<file path="config.mk">
export PLATFORM = sky130hd
export DESIGN_NAME = x86_instruction_length_decoder
export DESIGN_NICKNAME = d
export VERILOG_FILES = /design/src/design/ild_pkg.sv /design/src/design/ild_front.sv /design/src/design/ild_queue.sv /design/src/design/ild_back.sv /design/src/design/x86_instruction_length_decoder.sv
export SDC_FILE = /design/constraint.sdc
export NUM_CORES = 1
export LEC_CHECK = 0
export BUFFER_PORTS_ARGS = -buffer_cell sky130_fd_sc_hd__buf_2
export CAP_MARGIN = 10
export CELL_PAD_IN_SITES_DETAIL_PLACEMENT = 0
export CELL_PAD_IN_SITES_GLOBAL_PLACEMENT = 2
export CORE_MARGIN = 4
export CORE_UTILIZATION = 41
export DETAILED_ROUTE_END_ITERATION = 8
export PLACE_DENSITY = 0.85
export RECOVER_POWER = 25
export SLEW_MARGIN = 20
export SYNTH_ARGS = -nofsm -noshare
export SYNTH_HDL_FRONTEND = slang
export SYNTH_SLANG_ARGS = --single-unit
</file>
<file path="constraint.sdc">
create_clock -name clk -period 6.2 [get_ports clk]
set_clock_uncertainty 0.1 [all_clocks]
set_input_delay 0.31 -clock clk [delete_from_list [all_inputs] [get_ports clk]]
set_output_delay 0.31 -clock clk [all_outputs]
set_load 0.01 [all_outputs]
</file>
<file path="src/design/ild_pkg.sv">
// Shared types and constants for the x86 instruction length decoder.
package ild_pkg;

  // Longest legal instruction in bytes.
  localparam int unsigned MAX_INSN_LEN = 15;

  // Entries in the queue between the classifier and the length sequencer.
  localparam int unsigned QUEUE_DEPTH = 2;
  localparam int unsigned QPTR_W      = (QUEUE_DEPTH > 1) ? $clog2(QUEUE_DEPTH) : 1;
  localparam int unsigned QCNT_W      = $clog2(QUEUE_DEPTH + 1);

  // Table lookups done on every code byte before it is queued.
  typedef struct packed {
    logic       is_prefix;  // legacy prefix
    logic       is_rex;     // REX byte 40..4F
    logic       is_esc;     // 0F escape
    logic       modrm1;     // one-byte opcode takes a ModRM byte
    logic       modrm2;     // two-byte opcode takes a ModRM byte
    logic       movabs;     // B8..BF, immediate widens with REX.W
    logic [2:0] imm1;       // one-byte opcode immediate size
    logic [2:0] grp3;       // extra immediate when ModRM.reg is zero
    logic [2:0] imm2;       // two-byte opcode immediate size
  } byte_class_t;

  // One queued code byte.
  typedef struct packed {
    logic [7:0]  code_byte;
    logic        region_last;
    byte_class_t cls;
  } q_entry_t;

endpackage

</file>
<file path="src/design/ild_front.sv">
// Front end: accepts code bytes and classifies them with the opcode tables.
module ild_front (
  input  logic            in_valid,
  output logic            in_ready,
  input  logic [7:0]      in_code_byte,
  input  logic            in_region_last,
  input  logic            q_ready,
  output logic            q_push,
  output ild_pkg::q_entry_t q_entry
);
  import ild_pkg::*;

  function automatic logic f_prefix(input logic [7:0] b);
    return b == 8'h66 || b == 8'h67 || b == 8'hF0 || b == 8'hF2 || b == 8'hF3 ||
           b == 8'h2E || b == 8'h36 || b == 8'h3E || b == 8'h26 || b == 8'h64 ||
           b == 8'h65;
  endfunction

  function automatic logic f_modrm1(input logic [7:0] op);
    return (op < 8'h40 && !op[2]) || op == 8'h62 || op == 8'h63 || op == 8'h69 ||
           op == 8'h6B || (op >= 8'h80 && op <= 8'h8F) || op == 8'hC0 ||
           op == 8'hC1 || (op >= 8'hC4 && op <= 8'hC7) ||
           (op >= 8'hD0 && op <= 8'hD3) || op == 8'hF6 || op == 8'hF7 || op >= 8'hFE;
  endfunction

  function automatic logic f_modrm2(input logic [7:0] op);
    return (op >= 8'h10 && op <= 8'h1F) || (op >= 8'h28 && op <= 8'h2F) ||
           (op >= 8'h40 && op <= 8'h4F) || (op >= 8'h90 && op <= 8'h9F) ||
           (op >= 8'hA3 && op <= 8'hA5) || (op >= 8'hAB && op <= 8'hAF) ||
           (op >= 8'hB0 && op <= 8'hB7) || (op >= 8'hBA && op <= 8'hBF);
  endfunction

  // Immediate size of a one-byte opcode without REX.W and for a nonzero reg field.
  function automatic logic [2:0] f_imm1(input logic [7:0] op);
    logic [2:0] n;
    n = 3'd0;
    if ((op >= 8'h70 && op <= 8'h7F) || op == 8'hEB) n = 3'd1;
    else if (op == 8'hE8 || op == 8'hE9 || (op >= 8'hA0 && op <= 8'hA3)) n = 3'd4;
    else if (op == 8'hC2 || op == 8'hCA) n = 3'd2;
    else if (op == 8'hC8) n = 3'd3;
    else if (op == 8'hCD || op == 8'h6A) n = 3'd1;
    else if (op == 8'h68) n = 3'd4;
    else if (op >= 8'hB8 && op <= 8'hBF) n = 3'd4;
    else if (op == 8'hC6) n = 3'd1;
    else if (op == 8'hC7) n = 3'd4;
    else if (op == 8'h80 || op == 8'h82 || op == 8'h83 || op == 8'hC0 ||
             op == 8'hC1 || op == 8'h6B) n = 3'd1;
    else if (op == 8'h81 || op == 8'h69) n = 3'd4;
    return n;
  endfunction

  function automatic logic [2:0] f_grp3(input logic [7:0] op);
    logic [2:0] n;
    n = 3'd0;
    if (op == 8'hF6) n = 3'd1;
    else if (op == 8'hF7) n = 3'd4;
    return n;
  endfunction

  function automatic logic [2:0] f_imm2(input logic [7:0] op);
    logic [2:0] n;
    n = 3'd0;
    if (op >= 8'h80 && op <= 8'h8F) n = 3'd4;
    else if (op == 8'hBA) n = 3'd1;
    return n;
  endfunction

  // A request is taken whenever the queue has room.
  assign in_ready = q_ready;
  assign q_push   = in_valid && q_ready;

  // Classify the byte for every role it may play in the sequencer.
  always_comb begin
    q_entry.code_byte     = in_code_byte;
    q_entry.region_last   = in_region_last;
    q_entry.cls.is_prefix = f_prefix(in_code_byte);
    q_entry.cls.is_rex    = (in_code_byte[7:4] == 4'h4);
    q_entry.cls.is_esc    = (in_code_byte == 8'h0F);
    q_entry.cls.modrm1    = f_modrm1(in_code_byte);
    q_entry.cls.modrm2    = f_modrm2(in_code_byte);
    q_entry.cls.movabs    = (in_code_byte >= 8'hB8 && in_code_byte <= 8'hBF);
    q_entry.cls.imm1      = f_imm1(in_code_byte);
    q_entry.cls.grp3      = f_grp3(in_code_byte);
    q_entry.cls.imm2      = f_imm2(in_code_byte);
  end

endmodule

</file>
<file path="src/design/ild_queue.sv">
// Short queue of classified code bytes between the front end and the sequencer.
module ild_queue (
  input  logic              clk,
  input  logic              rst_n,
  input  logic              push,
  input  ild_pkg::q_entry_t push_entry,
  output logic              push_ready,
  input  logic              pop,
  output logic              pop_valid,
  output ild_pkg::q_entry_t pop_entry
);
  import ild_pkg::*;

  q_entry_t            mem_r [QUEUE_DEPTH];
  logic [QPTR_W-1:0]   wr_ptr_r, wr_ptr_nxt;
  logic [QPTR_W-1:0]   rd_ptr_r, rd_ptr_nxt;
  logic [QCNT_W-1:0]   count_r, count_nxt;
  logic                do_push, do_pop;

  assign push_ready = (count_r != QCNT_W'(QUEUE_DEPTH));
  assign pop_valid  = (count_r != '0);
  assign pop_entry  = mem_r[rd_ptr_r];
  assign do_push    = push && push_ready;
  assign do_pop     = pop && pop_valid;

  // Pointer and fill count updates.
  always_comb begin
    wr_ptr_nxt = wr_ptr_r;
    rd_ptr_nxt = rd_ptr_r;
    count_nxt  = count_r;
    if (do_push) begin
      wr_ptr_nxt = (wr_ptr_r == QPTR_W'(QUEUE_DEPTH - 1)) ? '0 : wr_ptr_r + 1'b1;
    end
    if (do_pop) begin
      rd_ptr_nxt = (rd_ptr_r == QPTR_W'(QUEUE_DEPTH - 1)) ? '0 : rd_ptr_r + 1'b1;
    end
    if (do_push && !do_pop) begin
      count_nxt = count_r + 1'b1;
    end else if (do_pop && !do_push) begin
      count_nxt = count_r - 1'b1;
    end
  end

  always_ff @(posedge clk) begin
    if (!rst_n) begin
      wr_ptr_r <= '0;
      rd_ptr_r <= '0;
      count_r  <= '0;
    end else begin
      wr_ptr_r <= wr_ptr_nxt;
      rd_ptr_r <= rd_ptr_nxt;
      count_r  <= count_nxt;
    end
  end

  // Entry storage needs no reset.
  always_ff @(posedge clk) begin
    if (do_push) begin
      mem_r[wr_ptr_r] <= push_entry;
    end
  end

endmodule

</file>
<file path="src/design/ild_back.sv">
// Back end: length sequencer that walks prefixes, opcode, ModRM, SIB and trailing bytes.
module ild_back (
  input  logic              clk,
  input  logic              rst_n,
  input  logic              q_valid,
  input  ild_pkg::q_entry_t q_entry,
  output logic              q_pop,
  output logic              out_valid,
  input  logic              out_ready,
  output logic [3:0]        out_insn_length,
  output logic              out_status
);
  import ild_pkg::*;

  localparam logic [2:0] PH_PREFIX  = 3'd0;
  localparam logic [2:0] PH_ESC     = 3'd1;
  localparam logic [2:0] PH_MODRM   = 3'd2;
  localparam logic [2:0] PH_SIB     = 3'd3;
  localparam logic [2:0] PH_TAIL    = 3'd4;
  localparam logic [2:0] PH_DISCARD = 3'd5;

  localparam logic STATUS_OK  = 1'b0;
  localparam logic STATUS_ERR = 1'b1;

  logic [2:0] phase_r, phase_nxt;
  logic [3:0] count_r, count_nxt;
  logic       wide_r, wide_nxt;
  logic [3:0] imm_r, imm_nxt;
  logic [2:0] grp_r, grp_nxt;
  logic [1:0] mod_r, mod_nxt;
  logic [2:0] reg_r, reg_nxt;
  logic [3:0] left_r, left_nxt;

  logic       out_valid_r, out_valid_nxt;
  logic [3:0] len_r, len_nxt;
  logic       status_r, status_nxt;

  logic [7:0] b;
  logic [4:0] cnt;
  logic       done, emit;

  assign b     = q_entry.code_byte;
  assign cnt   = {1'b0, count_r} + 5'd1;
  assign q_pop = q_valid && (!out_valid_r || out_ready);

  assign out_valid       = out_valid_r;
  assign out_insn_length = len_r;
  assign out_status      = status_r;

  // Per-byte sequencer step.
  always_comb begin
    logic       needs_modrm;
    logic       tail_go;
    logic [3:0] imm_sel;
    logic [2:0] grp_sel;
    logic [2:0] disp;
    logic [4:0] tail_n;
    logic [3:0] left_dec;

    phase_nxt   = phase_r;
    count_nxt   = count_r;
    wide_nxt    = wide_r;
    imm_nxt     = imm_r;
    grp_nxt     = grp_r;
    mod_nxt     = mod_r;
    reg_nxt     = reg_r;
    left_nxt    = left_r;
    done        = 1'b0;
    emit        = 1'b0;
    len_nxt     = len_r;
    status_nxt  = status_r;
    needs_modrm = 1'b0;
    tail_go     = 1'b0;
    imm_sel     = 4'd0;
    grp_sel     = 3'd0;
    disp        = 3'd0;
    tail_n      = 5'd0;
    left_dec    = 4'd0;

    // Opcode lookups, used in the prefix phase and after the escape byte.
    if (phase_r == PH_ESC) begin
      needs_modrm = q_entry.cls.modrm2;
      imm_sel     = {1'b0, q_entry.cls.imm2};
      grp_sel     = 3'd0;
    end else begin
      needs_modrm = q_entry.cls.modrm1;
      imm_sel     = (q_entry.cls.movabs && wide_r) ? 4'd8 : {1'b0, q_entry.cls.imm1};
      grp_sel     = q_entry.cls.grp3;
    end

    case (phase_r)
      PH_DISCARD: begin
        // Bytes after an error are dropped up to the end of the region.
      end
      PH_ESC: begin
        imm_nxt = imm_sel;
        grp_nxt = grp_sel;
        if (needs_modrm) begin
          phase_nxt = PH_MODRM;
        end else begin
          tail_n  = {1'b0, imm_sel};
          tail_go = 1'b1;
        end
      end
      PH_MODRM: begin
        mod_nxt = b[7:6];
        reg_nxt = b[5:3];
        if (b[7:6] != 2'd3 && b[2:0] == 3'd4) begin
          phase_nxt = PH_SIB;
        end else begin
          if (b[7:6] == 2'd0 && b[2:0] == 3'd5) disp = 3'd4;
          else if (b[7:6] == 2'd1) disp = 3'd1;
          else if (b[7:6] == 2'd2) disp = 3'd4;
          tail_n  = {2'b0, disp} + {1'b0, imm_r} +
                    ((b[5:3] == 3'd0) ? {2'b0, grp_r} : 5'd0);
          tail_go = 1'b1;
        end
      end
      PH_SIB: begin
        if (mod_r == 2'd0 && b[2:0] == 3'd5) disp = 3'd4;
        else if (mod_r == 2'd1) disp = 3'd1;
        else if (mod_r == 2'd2) disp = 3'd4;
        tail_n  = {2'b0, disp} + {1'b0, imm_r} +
                  ((reg_r == 3'd0) ? {2'b0, grp_r} : 5'd0);
        tail_go = 1'b1;
      end
      PH_TAIL: begin
        left_dec = (left_r != 4'd0) ? left_r - 4'd1 : left_r;
        left_nxt = left_dec;
        done     = (left_dec == 4'd0);
      end
      default: begin
        if (q_entry.cls.is_prefix) begin
          phase_nxt = PH_PREFIX;
        end else if (q_entry.cls.is_rex) begin
          wide_nxt  = b[3];
          phase_nxt = PH_PREFIX;
        end else if (q_entry.cls.is_esc) begin
          phase_nxt = PH_ESC;
        end else begin
          imm_nxt = imm_sel;
          grp_nxt = grp_sel;
          if (needs_modrm) begin
            phase_nxt = PH_MODRM;
          end else begin
            tail_n  = {1'b0, imm_sel};
            tail_go = 1'b1;
          end
        end
      end
    endcase

    // Entering the trailing-byte phase, or finishing when nothing remains.
    if (tail_go) begin
      if (tail_n == 5'd0) begin
        done = 1'b1;
      end else begin
        left_nxt  = tail_n[3:0];
        phase_nxt = PH_TAIL;
      end
    end

    // Error, completion, or keep counting.
    if (phase_r == PH_DISCARD) begin
      if (q_entry.region_last) begin
        phase_nxt = PH_PREFIX;
        count_nxt = 4'd0;
        wide_nxt  = 1'b0;
        imm_nxt   = 4'd0;
        grp_nxt   = 3'd0;
        mod_nxt   = 2'd0;
        reg_nxt   = 3'd0;
        left_nxt  = 4'd0;
      end
    end else if (cnt > 5'(MAX_INSN_LEN) || (!done && q_entry.region_last)) begin
      emit       = 1'b1;
      len_nxt    = 4'd0;
      status_nxt = STATUS_ERR;
      phase_nxt  = q_entry.region_last ? PH_PREFIX : PH_DISCARD;
      count_nxt  = 4'd0;
      wide_nxt   = 1'b0;
      imm_nxt    = 4'd0;
      grp_nxt    = 3'd0;
      mod_nxt    = 2'd0;
      reg_nxt    = 3'd0;
      left_nxt   = 4'd0;
    end else if (done) begin
      emit       = 1'b1;
      len_nxt    = cnt[3:0];
      status_nxt = STATUS_OK;
      phase_nxt  = PH_PREFIX;
      count_nxt  = 4'd0;
      wide_nxt   = 1'b0;
      imm_nxt    = 4'd0;
      grp_nxt    = 3'd0;
      mod_nxt    = 2'd0;
      reg_nxt    = 3'd0;
      left_nxt   = 4'd0;
    end else begin
      count_nxt = cnt[3:0];
    end
  end

  // Output register: load on a new result, clear once taken.
  always_comb begin
    out_valid_nxt = out_valid_r;
    if (out_ready) begin
      out_valid_nxt = 1'b0;
    end
    if (q_pop && emit) begin
      out_valid_nxt = 1'b1;
    end
  end

  always_ff @(posedge clk) begin
    if (!rst_n) begin
      phase_r     <= PH_PREFIX;
      count_r     <= '0;
      wide_r      <= 1'b0;
      imm_r       <= '0;
      grp_r       <= '0;
      mod_r       <= '0;
      reg_r       <= '0;
      left_r      <= '0;
      out_valid_r <= 1'b0;
    end else begin
      out_valid_r <= out_valid_nxt;
      if (q_pop) begin
        phase_r <= phase_nxt;
        count_r <= count_nxt;
        wide_r  <= wide_nxt;
        imm_r   <= imm_nxt;
        grp_r   <= grp_nxt;
        mod_r   <= mod_nxt;
        reg_r   <= reg_nxt;
        left_r  <= left_nxt;
      end
    end
  end

  // Result payload.
  always_ff @(posedge clk) begin
    if (q_pop && emit) begin
      len_r    <= len_nxt;
      status_r <= status_nxt;
    end
  end

endmodule

</file>
<file path="src/design/x86_instruction_length_decoder.sv">
// Top level of the x86-64 instruction length decoder.
// The decoder takes one code byte per clock cycle when the input is not stalled and reports
// the length of each instruction once the sequencer has consumed its last byte: an accepted
// byte is classified and written into a two-entry queue, the sequencer consumes it from the
// queue head, and any result it causes is loaded into an output register and held there until
// it is taken. The sustained rate is one byte per cycle, as the length sequencer takes a byte
// each step unless held; while a result waits to be taken the sequencer holds, and the queue
// still takes up to two more bytes before the input stalls.
// An error result (length 0, status 1) is given for instructions past 15 bytes and for
// regions that end mid-instruction; bytes are then dropped up to the region's last byte.
module x86_instruction_length_decoder (
  input  logic       clk,
  input  logic       rst_n,
  input  logic       in_valid,
  output logic       in_ready,
  input  logic [7:0] in_code_byte,
  input  logic       in_region_last,
  output logic       out_valid,
  input  logic       out_ready,
  output logic [3:0] out_insn_length,
  output logic       out_status
);
  import ild_pkg::*;

  logic     q_ready, q_push, q_valid, q_pop;
  q_entry_t q_in_entry, q_out_entry;

  // Classify incoming bytes.
  ild_front u_front (
    .in_valid       (in_valid),
    .in_ready       (in_ready),
    .in_code_byte   (in_code_byte),
    .in_region_last (in_region_last),
    .q_ready        (q_ready),
    .q_push         (q_push),
    .q_entry        (q_in_entry)
  );

  // Decouple the front end from the sequencer.
  ild_queue u_queue (
    .clk        (clk),
    .rst_n      (rst_n),
    .push       (q_push),
    .push_entry (q_in_entry),
    .push_ready (q_ready),
    .pop        (q_pop),
    .pop_valid  (q_valid),
    .pop_entry  (q_out_entry)
  );

  // Walk the instruction and produce lengths.
  ild_back u_back (
    .clk             (clk),
    .rst_n           (rst_n),
    .q_valid         (q_valid),
    .q_entry         (q_out_entry),
    .q_pop           (q_pop),
    .out_valid       (out_valid),
    .out_ready       (out_ready),
    .out_insn_length (out_insn_length),
    .out_status      (out_status)
  );

endmodule

</file>
==> results of run 1 <==
registers in the layout (all words and copies together) (netlist names), 2 cells and up, named ones only:
signal / count
u_queue.mem_r: 44
u_back.count_r: 4
u_back.imm_r: 4
u_back.left_r: 4
u_back.out_insn_length: 4
u_back.grp_r: 3
u_back.phase_r: 3
u_back.reg_r: 3
u_back.mod_r: 2
u_queue.count_r: 2
final timing paths:
| path | from | endpoint | slack (ps) | cells after the start |
|---|---|---|---|---|
| setup / recovery | flop | u_back.imm_r[0] | 1630 | 11 |
| hold / removal | in_region_last | u_queue.mem_r[0][15] | 60 | 1 |
| setup reg to reg | flop | u_back.imm_r[0] | 1630 | 11 |
| hold reg to reg | u_back.reg_r[0] | u_back.reg_r[0] | 370 | 1 |
layout by cell type (no fill, tap or decap), types with 4 or more instances in the layout:
master     Yosys  layout
nand2_1       37      37
clkbuf_16      0       9
buf_2          2       7
o21ai_0       20      20
and2_1         8       8
and3_1         6       6
mux2_2         6       6
or3_1          5       5
xnor2_1        6       6
mux2i_1       17      17
nor4_1         7       7
o211ai_1       5       5
a21oi_1       18      18
ha_1          15      15
nor2_1        42      41
fa_1           6       6
a32o_1         5       5
o2bb2ai_1     11      11
o221ai_1       4       4
nor2b_1        5       5
inv_1         21      21
dfxtp_1       30      30
nand2b_1      10      10
edfxtp_1      49      49
nand3_1       13      13
clkbuf_1      14      13
nor3_1        21      21
a31oi_1        5       5
xor2_1         5       5
area by class of cell:
type | count | area, um2
Fill cell | 990 | 5850
Multi-Input combinational cell | 341 | 2410
Sequential cell | 79 | 2070
Clock buffer | 11 | 243
Tap cell | 140 | 175
Timing Repair Buffer | 20 | 87.6
Inverter | 23 | 86.3
Clock inverter | 5 | 55.1
kinds of logic (layout without fill, tap and decap cells):
kind of cell,Yosys count,in the layout
compound gates,122,122
xor+xnor,11,11
fa+ha+maj,22,22
buf+inv,46,59
flops,79,79
mux,24,24
simple gates,162,162
critical path: cells and delay by family, from the launching register on:
family / cells / cell delay [ps]
AO/OA/AOI/OAI: 5 / 1570
multiplexers: 1 / 420
flip-flops: 1 / 620
adder cells (fa/ha/maj): 2 / 800
AND/OR/NAND/NOR: 3 / 940
per-stage QoR:
step | worst slack [ps] | power [mW] | std cells | instance area [um2] | util [%]
after global routing | 1250 | 2.25 | 619 | 5130 | 46.7
after detailed placement | 1600 | 1.59 | 603 | 4840 | 44.1
after floorplan | 1520 | 1.39 | 466 | 4660 | -
final | 1630 | 2.11 | 619 | 5130 | 46.7
after global placement | 1690 | 1.59 | 603 | 4840 | 44.1
after CTS | 1590 | 2.12 | 619 | 5140 | 46.8
metal layers:
| metal | global-route usage (%) | share of wire [%] |
|---|---|---|
| met1 | 23.7 | 48 |
| met2 | 26.2 | 46 |
| met3 | 3.33 | 4.4 |
| met4 | 5.94 | 1.5 |
| met5 | 0 | 0 |
power groups by stage:
stage                     clock [mW]  combinational, mW  sequential (mW)
after global routing           0.559              0.939            0.755
final                          0.525              0.842            0.744
after floorplan                    0              0.665            0.726
after CTS                      0.535              0.845            0.743
after global placement             0              0.836            0.752
after detailed placement           0              0.840            0.754
==> metrics.csv, run 1 <==
stage,metric,value,unit
floorplan,placementRows,38,
logic_synthesis,synthSimpleGateAreaFrac,17.0,%
clock_network,clk_pin_slew_worst_paths,60,ps
routing,post-route-drc-count,0,
clock_network,cts_buffer_depth,2,
sta,relSlewSlack,31.0,%
logic_synthesis,ys_warn_count,0,
final_layout,synthToLayoutAreaGrowth,9.95,%
sta,whs,61.1,ps
logic_synthesis,synth_top_cell_area_share,31.5,%
worst_hold_path,hp-class,input pin to flop,
logic_synthesis,async_flop_share,0,%
setup_path,cp_slowest_cell,dfxtp_1,
logic_synthesis,synth_xor_xnor_area_share,2.07,%
setup_path,crit_chain,"mux2_2, nor2_1, and2_1, fa_1, ha_1, a21o_1, a2111oi_0, o221ai_2, or3_1, o21a_1, a32o_1",
floorplan,fp.dieArea,0.0131,mm2
setup_path,critPathCaptureType,flop,
floorplan,num_io_pins,20,
setup_path,cp_slowest_stage_delay,620,ps
clock_network,root_buffer,clkbuf_16,
routing,drt_iter0_markers,213,
floorplan,core,0.0110,mm2
routing,wl_per_cell,17.3,um
routing,ant_nets,0,
place,hpwl,7990,um
logic_synthesis,synth_adder_area_share,6.81,%
sta,fin_setup_tns,0,ps
pwr,sw_frac_of_total,39.0,%
sta,fmax,219,MHz
grt,grt.overflow.total,0,
final_layout,final_nets,508,
grt,grt_pass1_wl,17300,um
floorplan,die_w,115,um
logic_synthesis,synth.area.mux_share,5.58,%
logic_synthesis,syn_inst,466,
routing,via_per_inst,5.78,
grt,grt_max_degree,23,
logic_synthesis,yosysMostFrequentCell,edfxtp_1,
grt,antenna_found_initial,0,
place,io_buffers,19,
sta,worstMarginPinSlew,1030,ps
place,gp_congestion,0.825,
pwr,p_per_area,412,mW/mm2
logic_synthesis,synth_top_cell_by_area,edfxtp_1,
setup_path,required,6330,ps
routing,num_vias,3575,
logic_synthesis,synthTopCellsByArea,"edfxtp_1 32%, dfxtp_1 13%, ha_1 4.0%, mux2i_1 3.6%, nor2_1 3.4%",
routing,dr.pass1.iters,6,
clock_network,cts_setup_buffers,0,
clock_network,clock_sinks,79,
logic_synthesis,ys_seq_area_share,44.4,%
final_layout,antennaDiodeCount,0,
grt,grt_pass1_vias,3278,
clock_network,cts.repair.resized,0,
logic_synthesis,synth.net_count,500,
run_status,status,"finished, final reports clean",
clock_network,cts_tree,done,
sta,slew_viol_final,0,
setup_path,startpoint_type,flop,
logic_synthesis,synth_edf_count,49,
clock_network,cts_buffers,9,
sta,finalSetupViolCount,0,
logic_synthesis,synth-main-ff-cell,edfxtp_1,
setup_path,crit_type,flop to flop,
grt,grt_usage,16.9,%
final_layout,layout-drive-gt1-share,8.56,%
logic_synthesis,synth_compound_area_share,20.1,%
sta,fin_crit,4570,ps
logic_synthesis,ys_seq_elements,79,
setup_path,arrival,4700,ps
logic_synthesis,synth_top_family_by_area,compound AO/OA/AOI/OAI gates,
floorplan,die_h,115,um
clock_network,clock_latency,330,ps
pwr,pwr-share-clk,24.9,%
sta,finalCritPeriodShare,73.6,%
pwr,p_int,1.29,mW
sta,grt_setup_unrepaired,false,
flow_run,drv_cap,0,
pwr,p_comb_share,39.9,%
clock_network,hold_buffers,0,
setup_path,cp_max_fo,13,
pwr,pwr-share-seq,35.2,%
logic_synthesis,ys_types,74,
pwr,leakagePower,1.89,nW
floorplan,initial_core_util,42.5,%
sta,hold_violations,0,
pwr,switchingPower,0.823,mW
logic_synthesis,synthTopCellsByCount,"49 x edfxtp_1, 42 x nor2_1, 37 x nand2_1",
logic_synthesis,syn_area,0.00466,mm2
logic_synthesis,synth.avg_cell_area,10.0,um2
pwr,vdd_drop_max,167,uV
routing,routed_wl,10700,um
clock_network,cts_max_level,3,
Power figures use the tool's default switching activity.
==> run 2: changes to the inputs <==
--- a/config.mk
+++ b/config.mk
@@ -5,14 +5,15 @@
 export SDC_FILE = /design/constraint.sdc
 export NUM_CORES = 1
 export LEC_CHECK = 0
+export ABC_AREA = 1
 export BUFFER_PORTS_ARGS = -buffer_cell sky130_fd_sc_hd__buf_2
 export CAP_MARGIN = 10
 export CELL_PAD_IN_SITES_DETAIL_PLACEMENT = 0
 export CELL_PAD_IN_SITES_GLOBAL_PLACEMENT = 2
 export CORE_MARGIN = 4
-export CORE_UTILIZATION = 41
+export CORE_UTILIZATION = 35
 export DETAILED_ROUTE_END_ITERATION = 8
-export PLACE_DENSITY = 0.85
+export PLACE_DENSITY = 0.81
 export RECOVER_POWER = 25
 export SLEW_MARGIN = 20
 export SYNTH_ARGS = -nofsm -noshare
==> constraint.sdc (replaced) <==
create_clock -name clk -period 4.1 [get_ports clk]
set_clock_uncertainty 0.1 [all_clocks]
set_input_delay 0.205 -clock clk [delete_from_list [all_inputs] [get_ports clk]]
set_output_delay 0.205 -clock clk [all_outputs]
set_load 0.01 [all_outputs]
==> metrics.csv, run 2 <==
stage,metric,value,unit
final_layout,synthToLayoutAreaGrowth,13.3,%
routing,wl_per_cell,15.8,um
clock_network,cts_setup_buffers,0,
routing,ant_nets,0,
final_layout,multi_input_area,0.00242,mm2
worst_hold_path,hold_end,u_queue.mem_r[0][20],
final_layout,mostFrequentLayoutCells,"122 x nand2_1, 74 x inv_1, 60 x nor2_1",
final_layout,largest_register_ffs,44,
clock_network,cts_max_level,3,
sta,hold_violations,0,
place,postPlaceCellArea,0.00515,mm2
final_layout,seq_area,0.00207,mm2
routing,wl_met2,5800,um
grt,grt.overflow.total,0,
worst_hold_path,holdCritStartpoint,in_code_byte[4],
logic_synthesis,yosysMostFrequentCell,nand2_1,
logic_synthesis,ys_seq_area_share,42.7,%
sta,fin_crit,3840,ps
sta,fin_setup_tns,0,ps
clock_network,root_buffer,clkbuf_16,
logic_synthesis,synthTopCellsByArea,"edfxtp_1 30%, dfxtp_1 12%, nand2_1 9.4%, inv_1 5.7%, nor2_1 4.8%",
sta,finalCritPeriodShare,93.5,%
sta,finalSetupViolCount,0,
clock_network,clock_latency,350,ps
run_status,status,"finished, final reports clean",
final_layout,layout-drive-gt1-share,13.2,%
floorplan,fp.dieArea,0.0158,mm2
sta,grt_setup_unrepaired,false,
sta,fmax,261,MHz
setup_path,reg2reg_slack,260,ps
logic_synthesis,async_flop_share,0,%
setup_path,r2r.worst_path.cells,15,
pwr,p_per_area,637,mW/mm2
clock_network,cts_buffer_depth,2,
final_layout,final_common_cell,nand2_1,
routing,post-route-drc-count,0,
final_layout,final_nets,643,
logic_synthesis,ys_types,53,
pwr,vdd_drop_max,324,uV
routing,routed_wl,12500,um
setup_path,regToRegEndpoint,u_back.out_insn_length[0],
clock_network,cts.repair.resized,0,
floorplan,initial_core_util,36.2,%
routing,via_per_inst,5.08,
logic_synthesis,syn_inst,581,
clock_network,cts_buffers,9,
clock_network,clock_sinks,79,
worst_hold_path,min_path_cells,1,
grt,grt_pass1_vias,3868,
routing,num_vias,4011,
final_layout,fillCellCount,1368,
setup_path,cp_max_fo,10,
sta,relSlewSlack,31.4,%
grt,grt_max_degree,24,
routing,dr.pass1.iters,5,
clock_network,cts_tree,done,
logic_synthesis,ys_warn_count,0,
setup_path,crit_type,flop to flop,
setup_path,startpoint_type,flop,
flow_run,drv_cap,0,
floorplan,placementRows,42,
final_layout,antennaDiodeCount,0,
place,gp_congestion,0.861,
place,hpwl,9300,um
grt,antenna_found_initial,0,
sta,worstMarginPinSlew,1030,ps
setup_path,required,4030,ps
clock_network,hold_buffers,2,
setup_path,critPathCaptureType,flop,
routing,drt_iter0_markers,232,
floorplan,num_io_pins,20,
final_layout,top_register,u_queue.mem_r,
logic_synthesis,synth_edf_count,49,
routing,wl_met3,418,um
routing,met1Wirelength,5890,um
grt,grt_usage,16.2,%
clock_network,clk_pin_slew_worst_paths,60,ps
logic_synthesis,synthTopCellsByCount,"122 x nand2_1, 74 x inv_1, 62 x nor2_1",
worst_hold_path,hp-class,input pin to flop,
floorplan,core,0.0134,mm2
place,io_buffers,19,
floorplan,die_h,126,um
setup_path,arrival,3760,ps
logic_synthesis,synth.net_count,615,
floorplan,die_w,126,um
grt,grt_pass1_wl,20200,um
logic_synthesis,synth_top_cell_area_share,30.3,%
pwr,leakagePower,2.20,nW
routing,top_layer_used,met4,
logic_synthesis,synth.avg_cell_area,8.34,um2
logic_synthesis,synth_top_cell_by_area,edfxtp_1,
logic_synthesis,ys_seq_elements,79,
logic_synthesis,synth-main-ff-cell,edfxtp_1,
logic_synthesis,syn_area,0.00485,mm2
final_layout,stdcell_area,0.00549,mm2
sta,slew_viol_final,0,
[run 2: through the flow]
stage               hold WS (ps)  setup WS (ps)  util (%)  cells  power [mW]
floorplan                    204            602         -    581        2.23
global placement             313            373      38.5    772        2.62
detailed placement           325            279      38.5    772        2.64
CTS                         3.58            263      41.1    790        3.55
global route                 100           28.0      41.0    790        3.75
finish                      95.4            264      41.0    790        3.50
[run 2: worst max-delay path, cell delays in order, from the launching register on]
cell and delay (ps):
dfxtp_1 540, mux2i_1 370, nand3_1 190, nor2_1 180, fa_1 490, fa_1 450
xor2_1 170, nand3_1 80, nand2_1 70, nor2_2 130, nand2_1 100, nor2_4 120
nand3_4 110, nand4_4 100, nand3_1 80, inv_1 250
[run 2: worst max-delay path by stage]
stage                     from  slack (ps)  cells after the start                         to
after global routing      flop          30                     16  u_back.out_insn_length[1]
final                     flop         260                     15  u_back.out_insn_length[0]
after detailed placement  flop         280                     15  u_back.out_insn_length[1]
after global placement    flop         370                     15  u_back.out_insn_length[0]
after CTS                 flop         260                     15          u_back.out_status
after floorplan           flop         600                     16  u_back.out_insn_length[0]
[run 2: logic make-up after synthesis]
group / count (synthesis) / share of synthesized area [%]
muxes: 6 / 1.24
xor gates and xnor gates: 5 / 0.903
and+or+nand+nor: 273 / 27.6
buffers and inverters: 91 / 7.61
DFF: 79 / 42.7
adders and majority gates: 21 / 6.35
AOI/OAI and AO/OA: 106 / 13.6
[run 2: routing by layer]
| layer | up-vias | track usage, % |
|---|---|---|
| li1 | 2029 | - |
| met1 | 1867 | 21.4 |
| met2 | 87 | 26.0 |
| met3 | 28 | 2.54 |
| met4 | 0 | 7.97 |
| met5 | - | 0 |
[run 2: final cells by class]
type	instances	share of cell area (%)
clock buffers	12	4.69
clock inverters	4	1.41
inverters	80	5.47
multi-input cells	411	44.1
flip-flops and latches	79	37.7
well taps	176	4.01
repair buffers	28	2.62
[run 2: report_power, final]
| group | internal (mW) | switching [mW] |
|---|---|---|
| Clock | 0.573 | 0.328 |
| Combinational | 0.449 | 1.06 |
| Sequential | 0.999 | 0.0879 |
==> run 3: changes to the inputs <==
--- a/config.mk
+++ b/config.mk
@@ -8,13 +8,14 @@
 export ABC_AREA = 1
 export BUFFER_PORTS_ARGS = -buffer_cell sky130_fd_sc_hd__buf_2
 export CAP_MARGIN = 10
-export CELL_PAD_IN_SITES_DETAIL_PLACEMENT = 0
-export CELL_PAD_IN_SITES_GLOBAL_PLACEMENT = 2
+export CELL_PAD_IN_SITES_DETAIL_PLACEMENT = 1
+export CELL_PAD_IN_SITES_GLOBAL_PLACEMENT = 1
 export CORE_MARGIN = 4
-export CORE_UTILIZATION = 35
+export CORE_UTILIZATION = 51
 export DETAILED_ROUTE_END_ITERATION = 8
-export PLACE_DENSITY = 0.81
+export PLACE_DENSITY = 0.89
 export RECOVER_POWER = 25
+export SETUP_SLACK_MARGIN = 0.1
 export SLEW_MARGIN = 20
 export SYNTH_ARGS = -nofsm -noshare
 export SYNTH_HDL_FRONTEND = slang
==> constraint.sdc (replaced) <==
create_clock -name clk -period 4.5 [get_ports clk]
set_clock_uncertainty 0.1 [all_clocks]
set_input_delay 0.225 -clock clk [delete_from_list [all_inputs] [get_ports clk]]
set_output_delay 0.225 -clock clk [all_outputs]
set_load 0.01 [all_outputs]
==> metrics.csv, run 3 (synthesis gave the netlist of run 2 again) <==
stage,metric,value,unit
floorplan,core,0.00924,mm2
routing,num_vias,4299,
sta,fmax,257,MHz
final_layout,antennaDiodeCount,0,
floorplan,die_w,106,um
final_layout,stdcell_count,739,
final_layout,fillCellCount,1132,
setup_path,arrival,3830,ps
routing,post-route-drc-count,0,
pwr,p_int,1.57,mW
grt,grt_pass1_vias,4779,
final_layout,mostFrequentLayoutCells,"122 x nand2_1, 74 x inv_1, 60 x nor2_1",
pwr,sw_frac_of_total,47.3,%
place,hpwl,10400,um
pwr,p_comb_share,47.9,%
sta,slew_viol_final,0,
pwr,pwr-share-seq,33.8,%
final_layout,stdcell_area,0.00527,mm2
clock_network,cts_max_level,3,
clock_network,cts_setup_buffers,0,
place,io_buffers,19,
clock_network,clock_sinks,79,
clock_network,cts_buffers,9,
routing,dr.pass1.iters,5,
final_layout,largest_register_ffs,44,
worst_hold_path,min_path_cells,1,
pwr,switchingPower,1.41,mW
worst_hold_path,holdCritStartpoint,in_code_byte[5],
sta,fin_setup_tns,0,ps
final_layout,synthToLayoutAreaGrowth,8.75,%
place,postPlaceCellArea,0.00507,mm2
setup_path,r2r.worst_path.cells,17,
sta,relSlewSlack,31.1,%
routing,top_layer_used,met4,
clock_network,cts_buffer_depth,2,
floorplan,fp.dieArea,0.0111,mm2
routing,met1Wirelength,5820,um
final_layout,final_common_cell,nand2_1,
grt,grt.overflow.total,0,
pwr,leakagePower,2.12,nW
clock_network,root_buffer,clkbuf_8,
clock_network,cts_tree,done,
grt,antenna_found_initial,0,
flow_run,drv_cap,0,
sta,finalSetupViolCount,0,
place,dpl.cell_count,722,
routing,wl_met3,568,um
setup_path,required,4450,ps
pwr,pwr-share-clk,18.4,%
sta,setup_slack,615,ps
final_layout,layout-drive-gt1-share,13.6,%
clock_network,clock_latency,370,ps
floorplan,die_h,106,um
sta,grt_setup_unrepaired,false,
sta,worstMarginPinSlew,1030,ps
setup_path,cp_max_fo,15,
routing,wl_met2,7390,um
final_layout,final_nets,639,
routing,routed_wl,14400,um
grt,grt_max_degree,24,
place,gp_congestion,0.898,
floorplan,initial_core_util,52.5,%
pwr,p_per_area,565,mW/mm2
floorplan,placementRows,35,
routing,wl_per_cell,19.5,um
worst_hold_path,hp-class,input pin to flop,
floorplan,num_io_pins,20,
routing,via_per_inst,5.82,
setup_path,reg2reg_slack,620,ps
routing,ant_nets,0,
run_status,status,"finished, final reports clean",
grt,grt_usage,27.0,%
pwr,vdd_drop_max,342,uV
setup_path,crit_type,flop to flop,
final_layout,fin_util,57.1,%
routing,drt_iter0_markers,223,
setup_path,critPathCaptureType,flop,
sta,hold_violations,0,
final_layout,top_register,u_queue.mem_r,
sta,fin_crit,3880,ps
worst_hold_path,hold_end,u_queue.mem_r[1][21],
setup_path,regToRegEndpoint,u_back.out_insn_length[2],
clock_network,clk_pin_slew_worst_paths,90,ps
place,post-place-ws,402,ps
grt,grt_pass1_wl,23900,um
sta,finalCritPeriodShare,86.3,%
setup_path,startpoint_type,flop,
## run 3: final cells by class
class                   count  area (um2)  share of cell area, %
repair buffers             24         118                   2.23
inverters                  80         300                   5.70
clock buffers              10         128                   2.42
multi-input cells         411        2420                   45.9
clock inverters             6        70.1                   1.33
flip-flops and latches     79        2070                   39.3
well taps                 129         161                   3.06
## run 3: power by group through the flow
| stage | Combinational (mW) | Sequential, mW | Clock, mW |
|---|---|---|---|
| floorplan | 1.05 | 0.987 | 0 |
| global placement | 1.32 | 1.00 | 0 |
| detailed placement | 1.39 | 1.02 | 0 |
| CTS | 1.42 | 1.00 | 0.546 |
| global route | 1.59 | 1.02 | 0.577 |
| finish | 1.42 | 1.01 | 0.547 |
## run 3: critical path: stages (launching register included)
cell and delay [ps]:
dfxtp_2 420, inv_2 250, nand3b_1 160, a21oi_1 200
o21ai_0 140, fa_1 500, inv_1 80, fa_1 480
nand2_1 90, a21boi_0 210, nand2_1 100, nor2_2 130
nand2_1 100, nor2_4 120, nand3_4 110, nand4_4 100
nand3_1 80, inv_1 210
## run 3: how the worst max path moves through the flow
stage                     start                         to  cells past startpoint
after floorplan            flop  u_back.out_insn_length[0]                     16
after global placement     flop  u_back.out_insn_length[0]                     17
after detailed placement   flop  u_back.out_insn_length[1]                     17
after CTS                  flop          u_back.out_status                     17
after global routing       flop           u_back.left_r[0]                     18
final                      flop  u_back.out_insn_length[2]                     17
## run 3: what timing repair did
| action | in CTS | in global routing |
|---|---|---|
| hold buffers | 1 | 0 |
| endpoints found under the setup margin | 0 | 2 |
| hold endpoints to repair | 2 | 0 |
| gates resized for setup | 0 | 1 |
## run 3: per-layer routing
metal	GRT usage (%)	vias to the layer above
met1	31.3	2104
met3	4.59	59
met4	12.9	0
li1	-	2007
met5	0	-
met2	48.3	129
## run 3: metrics by stage
step | hold slack [ps] | total power [mW]
floorplan | 224 | 2.04
global placement | 330 | 2.32
detailed placement | 335 | 2.41
CTS | 14.9 | 2.97
global route | 103 | 3.18
finish | 93.6 | 2.98
